`config.mk`:
```
export PLATFORM = sky130hd
export DESIGN_NAME = vpm_ctrl
export DESIGN_NICKNAME = d
export VERILOG_FILES = /design/src/hw/rtl/vpm_pkg.sv /design/src/hw/rtl/vpm_ctrl.sv
export SDC_FILE = /design/constraint.sdc
export NUM_CORES = 1
export LEC_CHECK = 0
export ABC_AREA = 1
export BUFFER_PORTS_ARGS = -buffer_cell sky130_fd_sc_hd__buf_2
export CELL_PAD_IN_SITES_DETAIL_PLACEMENT = 0
export CELL_PAD_IN_SITES_GLOBAL_PLACEMENT = 1
export CORE_AREA = 10 10 47 49
export CTS_BUF_LIST = sky130_fd_sc_hd__clkbuf_8
export CTS_CLUSTER_SIZE = 24
export DETAILED_ROUTE_END_ITERATION = 12
export DIE_AREA = 0 0 57 59
export PLACE_DENSITY = 0.82
export SETUP_SLACK_MARGIN = 0.5
export SYNTH_ARGS = -nofsm -noshare
export SYNTH_HDL_FRONTEND = slang
export SYNTH_SLANG_ARGS = --single-unit
```
`constraint.sdc`:
```
create_clock -name clk -period 2.95 [get_ports clk]
set_input_delay 0.295 -clock clk [delete_from_list [all_inputs] [get_ports clk]]
set_output_delay 0.295 -clock clk [all_outputs]
set_load 0.05 [all_outputs]
```
`src/hw/rtl/vpm_pkg.sv`:
```
`timescale 1ns / 1ps

package vpm_pkg;

    // Field widths
    localparam int WORD_BITS  = 32;
    localparam int BIDX_BITS  = 10;
    localparam int X_BITS     = 4;
    localparam int Y_BITS     = 6;
    localparam int CNT_BITS   = 7;
    localparam int KIND_BITS  = 3;
    localparam int CFG_BITS   = 16;
    localparam int CFG_IDX_BITS = 1;

    // Default main memory depth in words
    localparam int MEM_WORDS_DEFAULT = 4096;

    // Command kinds
    localparam logic [KIND_BITS-1:0] KIND_LOAD      = 3'd0;
    localparam logic [KIND_BITS-1:0] KIND_STORE     = 3'd1;
    localparam logic [KIND_BITS-1:0] KIND_MEM_WRITE = 3'd2;
    localparam logic [KIND_BITS-1:0] KIND_MEM_READ  = 3'd3;
    localparam logic [KIND_BITS-1:0] KIND_BUF_WRITE = 3'd4;
    localparam logic [KIND_BITS-1:0] KIND_BUF_READ  = 3'd5;

    // Configuration register indexes
    localparam logic [CFG_IDX_BITS-1:0] CFG_READ_PITCH   = 1'b0;
    localparam logic [CFG_IDX_BITS-1:0] CFG_WRITE_STRIDE = 1'b1;

    typedef enum logic [2:0] {
        ST_IDLE,
        ST_DECODE,
        ST_MOD,
        ST_HOST,
        ST_RD,
        ST_WR,
        ST_FINISH
    } state_t;

    // Controller to datapath
    typedef struct packed {
        logic latch;
        logic mod_start;
        logic advance;
        logic mem_rd;
        logic mem_wr;
        logic buf_rd;
        logic buf_wr;
    } ctrl_cmd_t;

    // Datapath to controller
    typedef struct packed {
        logic [KIND_BITS-1:0] kind;
        logic                 empty;
        logic                 last_word;
        logic                 last_row;
        logic                 mod_ready;
    } dp_status_t;

endpackage

```
`src/hw/rtl/vpm_ctrl.sv`:
```
`timescale 1ns / 1ps

module vpm_ctrl (
    input  logic                clk,
    input  logic                rst_n,
    input  logic                start,
    input  vpm_pkg::dp_status_t status,
    output vpm_pkg::ctrl_cmd_t  cmd,
    output logic                busy,
    output logic                done
);

    vpm_pkg::state_t state_reg;
    vpm_pkg::state_t state_next;

    always_ff @(posedge clk or negedge rst_n)
    begin
        if (!rst_n)
        begin
            state_reg <= vpm_pkg::ST_IDLE;
        end
        else
        begin
            state_reg <= state_next;
        end
    end

    // Sequence host accesses and transfer words
    always_comb
    begin
        state_next = state_reg;
        cmd        = '0;
        done       = 1'b0;
        case (state_reg)
            vpm_pkg::ST_IDLE:
            begin
                if (start)
                begin
                    cmd.latch  = 1'b1;
                    state_next = vpm_pkg::ST_DECODE;
                end
            end
            vpm_pkg::ST_DECODE:
            begin
                case (status.kind)
                    vpm_pkg::KIND_LOAD, vpm_pkg::KIND_STORE:
                    begin
                        if (status.empty)
                        begin
                            state_next = vpm_pkg::ST_FINISH;
                        end
                        else
                        begin
                            cmd.mod_start = 1'b1;
                            state_next    = vpm_pkg::ST_MOD;
                        end
                    end
                    vpm_pkg::KIND_MEM_WRITE, vpm_pkg::KIND_MEM_READ:
                    begin
                        cmd.mod_start = 1'b1;
                        state_next    = vpm_pkg::ST_MOD;
                    end
                    vpm_pkg::KIND_BUF_WRITE, vpm_pkg::KIND_BUF_READ:
                    begin
                        state_next = vpm_pkg::ST_HOST;
                    end
                    default:
                    begin
                        state_next = vpm_pkg::ST_FINISH;
                    end
                endcase
            end
            vpm_pkg::ST_MOD:
            begin
                if (status.mod_ready)
                begin
                    if (status.kind inside {vpm_pkg::KIND_MEM_WRITE, vpm_pkg::KIND_MEM_READ})
                    begin
                        state_next = vpm_pkg::ST_HOST;
                    end
                    else
                    begin
                        state_next = vpm_pkg::ST_RD;
                    end
                end
            end
            vpm_pkg::ST_HOST:
            begin
                case (status.kind)
                    vpm_pkg::KIND_MEM_WRITE: cmd.mem_wr = 1'b1;
                    vpm_pkg::KIND_MEM_READ:  cmd.mem_rd = 1'b1;
                    vpm_pkg::KIND_BUF_WRITE: cmd.buf_wr = 1'b1;
                    vpm_pkg::KIND_BUF_READ:  cmd.buf_rd = 1'b1;
                    default: ;
                endcase
                state_next = vpm_pkg::ST_FINISH;
            end
            vpm_pkg::ST_RD:
            begin
                if (status.kind == vpm_pkg::KIND_LOAD)
                begin
                    cmd.mem_rd = 1'b1;
                end
                else
                begin
                    cmd.buf_rd = 1'b1;
                end
                state_next = vpm_pkg::ST_WR;
            end
            vpm_pkg::ST_WR:
            begin
                if (status.kind == vpm_pkg::KIND_LOAD)
                begin
                    cmd.buf_wr = 1'b1;
                end
                else
                begin
                    cmd.mem_wr = 1'b1;
                end
                if (status.last_word && status.last_row)
                begin
                    state_next = vpm_pkg::ST_FINISH;
                end
                else
                begin
                    cmd.advance   = 1'b1;
                    cmd.mod_start = 1'b1;
                    state_next    = vpm_pkg::ST_MOD;
                end
            end
            vpm_pkg::ST_FINISH:
            begin
                done       = 1'b1;
                state_next = vpm_pkg::ST_IDLE;
            end
            default:
            begin
                state_next = vpm_pkg::ST_IDLE;
            end
        endcase
    end

    assign busy = (state_reg != vpm_pkg::ST_IDLE);

    // An accepted item keeps the block busy until its result
    a_accept_busy: assert property (@(posedge clk) disable iff (!rst_n)
        (start && !busy) |=> busy)
        else $error("accepted item did not make the block busy");

    // The block is free again right after a result
    a_done_idle: assert property (@(posedge clk) disable iff (!rst_n)
        done |=> !busy)
        else $error("block still busy after result");

    // A transfer read only follows a resolved memory index
    a_rd_after_mod: assert property (@(posedge clk) disable iff (!rst_n)
        (state_reg == vpm_pkg::ST_RD) |-> $past(status.mod_ready))
        else $error("transfer read before index resolved");

    // A transfer write always follows its read
    a_wr_after_rd: assert property (@(posedge clk) disable iff (!rst_n)
        (state_reg == vpm_pkg::ST_WR) |-> ($past(state_reg) == vpm_pkg::ST_RD))
        else $error("transfer write without a read");

endmodule

```
# After elaboration in Yosys (flattened, before gate mapping)
# Index checks and enable logic that the tools add are counted.
[totals]
out_inout_bits = 9
ramBits = 0
mem_bits_ro = 0
memories = 0
elab_cells = 48
inputBits = 10
latch_bits = 0
ff_bits = 3
[classes]
addsub = 0
shift = 0
div = 0
n_mul = 0
n_mux = 25
magnitude_cmp = 0
n_bitwise = 0
n_reduce_logical = 9
n_eq_ne = 13
[op_table]
columns = ["cell", "count"]
rows = [
  ["case mux 3 bit (6 select lines)", 1],
  ["== test 3 bit, second input constant", 5],
  ["two-way mux 3 bit", 5],
  ["== test 3 x 2 -> 1 bit, second input constant", 4],
  ["case mux 1 bit (2 select lines)", 6],
  ["two-way mux 1 bit", 11],
  ["case mux 3 bit (3 select lines)", 1],
  ["== test 3 x 1 -> 1 bit, second input constant", 2],
  ["logical NOT 3 bit", 2],
  ["OR reduction 2 bit", 3],
  ["!= test 2 bit, second input constant", 2],
  ["nonzero test 3 bit", 1],
  ["two-way mux 2 bit", 1],
  ["AND reduction 2 bit", 1],
  ["nonzero test 2 bit", 1],
  ["logical AND 1 bit", 1],
]

# Depth between registers and ports, before layout
[depth]
depth_word = 5
depth_mapped = 8
mapped_depth_nobuf = 8

# Least setup slack after synthesis
# No wires, ideal clock.
[synth_path]
path_type = "register to output"
start = "register state_reg[1]"
end = "output cmd[1] in the netlist's numbering"
n_path_buf = 0
stages_incl_launch_ff = 4
path_slack_ps = 844
arrival_ps = 1811
required_ps = 2655
path_cell_list = "dfrtp_1 nor2_1 nand2_1 o21ai_0"
[synth_lines]
columns = ["item", "line_no", "rtl"]
rows = [
  ["start: declaration", "vpm_ctrl.sv:13", "vpm_pkg::state_t state_reg;"],
  ["start signal: assignment", "vpm_ctrl.sv:20", "state_reg <= vpm_pkg::ST_IDLE;"],
  ["start signal: assignment", "vpm_ctrl.sv:24", "state_reg <= state_next;"],
  ["end: declaration", "vpm_ctrl.sv:8", "output vpm_pkg::ctrl_cmd_t cmd,"],
]

==> impl_metrics.json <==
{
  "status": "complete, no violations",
  "dr_total_vias": 457,
  "clk_latency_ps": 210,
  "min_path_type": "in -> reg",
  "intPower_mw": 0.2338,
  "post_drt_wl_per_cell_um": 10.57,
  "ys_types": 13,
  "dp_slack_ps": 1434,
  "cts.path.max_buffers": 2,
  "synth_area_um2": 340.3,
  "grt_pass1_vias": 433,
  "p_seq_frac": 0.171,
  "stdcell_area_um2": 505.5,
  "routed_wirelength_mm": 1.078,
  "rows": 14,
  "fin_crit_ps": 1740,
  "htreeDepth": 1,
  "fin_crit_sh": 0.5899,
  "rsz0062_at_grt": "false",
  "path_max_fanout": 6,
  "p_leak_nw": 0.3313,
  "diodes": 0,
  "die_x_um": 57,
  "drv_slew": 0,
  "tightest_slew_ps": 245.5,
  "max_freq_mhz": 574.6,
  "portBuffers": 18,
  "crit_chain": "nor2_1 > nand2_1 > o21ai_0 > buf_2",
  "fill_cells": 160,
  "ir_drop_v": 0.0004789,
  "critical_path_required_ps": 2650,
  "net-switching-power_mw": 0.2925,
  "gr-total-overflow": 0,
  "crit_arrival_ps": 1450,
  "max_stage_delay_ps": 430,
  "cts_resized": 0,
  "setup_ws_ps": 1210,
  "clk_pin_slew_worst_paths_ps": 30,
  "start_kind": "register",
  "syn_inst": 63,
  "worst_path_max_delay_cell": "dfrtp_1",
  "yosys_register_bits": 3,
  "numCtsBuffers": 3,
  "worstSetupPathType": "reg -> out",
  "finalHoldViolCount": 0,
  "swShare": 0.5558,
  "power_density_nw_per_um2": 1041,
  "layout-drive-gt1-share": 0.3140,
  "globalplace.congestion": 0.7762,
  "start_util": 0.2429,
  "power_frac_clock": 0.219,
  "path_delay_family": "flip-flops",
  "placed_cells": 97,
  "drc": 0,
  "coreArea_um2": 1401,
  "antenna_found_initial": 0,
  "pin_count": 19,
  "grt_pass1_wl_mm": 1.690,
  "syn-num-nets": 73,
  "synth_area_per_cell_um2": 5.402,
  "vias_per_cell": 4.480,
  "drt_first_pass_iters": 4,
  "grt_max_degree": 7,
  "detail-route-antenna-nets": 0,
  "placed_area_um2": 450.4,
  "end_kind": "output port",
  "setup_viol": 0,
  "yosys_warnings": 0,
  "clockRootBuffer": "clkbuf_8",
  "slew_headroom": 0.8357,
  "synth_seq_area_share": 0.2206,
  "die_area_um2": 3363,
  "hpwlAfterDp_um": 917.3,
  "die_y_um": 59,
  "tritoncts": "done",
  "fin_cells": 102,
  "final_common_cell": "nand2_1",
  "drt_iter0_drc": 6,
  "skew_ps": 0.5436,
  "areaGrowthSynthToFinish_pct": 48.53,
  "fin_setup_tns_ps": 0,
  "largest_register_ffs": 3,
  "drv_cap": 0,
  "final_cell_mix": "nand2_1, buf_2, inv_1",
  "comb_power_share": 0.611,
  "clkSinkCount": 3,
  "grt_usage": 0.06223,
  "critPathBufInv": 1,
  "fin_nets": 97,
  "post_cts_buffers": 0
}
-- power groups by stage --
stage / clock [mW] / sequential [mW] / combinational, mW
after floorplan: 0 / 0.0852 / 0.252
after global placement: 0 / 0.0888 / 0.321
after detailed placement: 0 / 0.0892 / 0.322
after CTS: 0.120 / 0.0885 / 0.325
after global routing: 0.124 / 0.0946 / 0.350
final: 0.115 / 0.0898 / 0.321
-- logic make-up (layout without fill, tap and decap cells) --
| group | Yosys count | count (layout) | synth area share |
|---|---|---|---|
| compound gates | 8 | 8 | 0.1360 |
| simple gates | 40 | 40 | 0.5111 |
| buf+inv | 12 | 35 | 0.1323 |
| flops | 3 | 3 | 0.2206 |
-- per-stage QoR --
stage          utilization  total power, mW  hold slack (ps)
2_1_floorplan            -           0.3371          -0.5911
3_3_place_gp        0.3214           0.4098            93.80
3_5_place_dp        0.3214           0.4115            94.61
4_1_cts             0.3607           0.5329            331.1
5_1_grt             0.3607           0.5687            362.1
6_report            0.3607           0.5262            333.2
-- worst min-delay path, delay by kind of cell --
| kind | cells | cell delay, ps |
|---|---|---|
| AND/OR/NAND/NOR | 2 | 110 |
| buffers and inverters | 2 | 100 |
-- synthesized netlist by cell type --
master	count	area (um2)
nand2_1	21	78.83
inv_1	11	41.29
nand3_1	8	40.04
nor2_1	7	26.28
a21oi_1	3	15.01
dfrtp_1	3	75.07
nor2_2	2	12.51
o21ai_0	2	10.01
o22ai_1	2	12.51
a31o_2	1	8.760
inv_2	1	3.750
nand2_2	1	6.260
nor3_2	1	10.01
-- path summary, 6_finish.rpt --
check / startpoint / endpoint / slack, ps / cells past startpoint
worst max register to register: state_reg[0] / state_reg[1] / 1780 / 6
max in group asynchronous: rst_n / state_reg[2] / 2430 / 2
worst min-delay path: status[0] / state_reg[1] / 330 / 4
worst max-delay path: state_reg[0] / cmd[1] / 1210 / 4
min in group asynchronous: rst_n / state_reg[0] / 410 / 2
worst min register to register: state_reg[0] / state_reg[1] / 670 / 3
-- routing by layer --
metal  wire (um)  vias up  share of wire  global-route usage
met4           0        0              0             0.05034
met5           0        -              0                   0
met1         451      197           0.42             0.06176
met3          61        0          0.057             0.01931
met2         565       16           0.52              0.1054
li1            -      244              -                   -
-- repair_timing --
action	CTS	global route
hold buffers	1	0
hold endpoints to repair	3	0
setup endpoints to repair	0	0
-- area by class of cell --
cell class / count / area, um2 / area share
well taps: 16 / 20.02 / 0.03960
flip-flops and latches: 3 / 75.07 / 0.1485
inverters: 12 / 45.04 / 0.08911
multi-input cells: 48 / 220.2 / 0.4356
clock buffers: 3 / 41.29 / 0.08168
repair buffers: 19 / 100.1 / 0.1980
clock inverters: 1 / 3.754 / 0.007426
No activity file was read; power rests on OpenSTA's default activity.
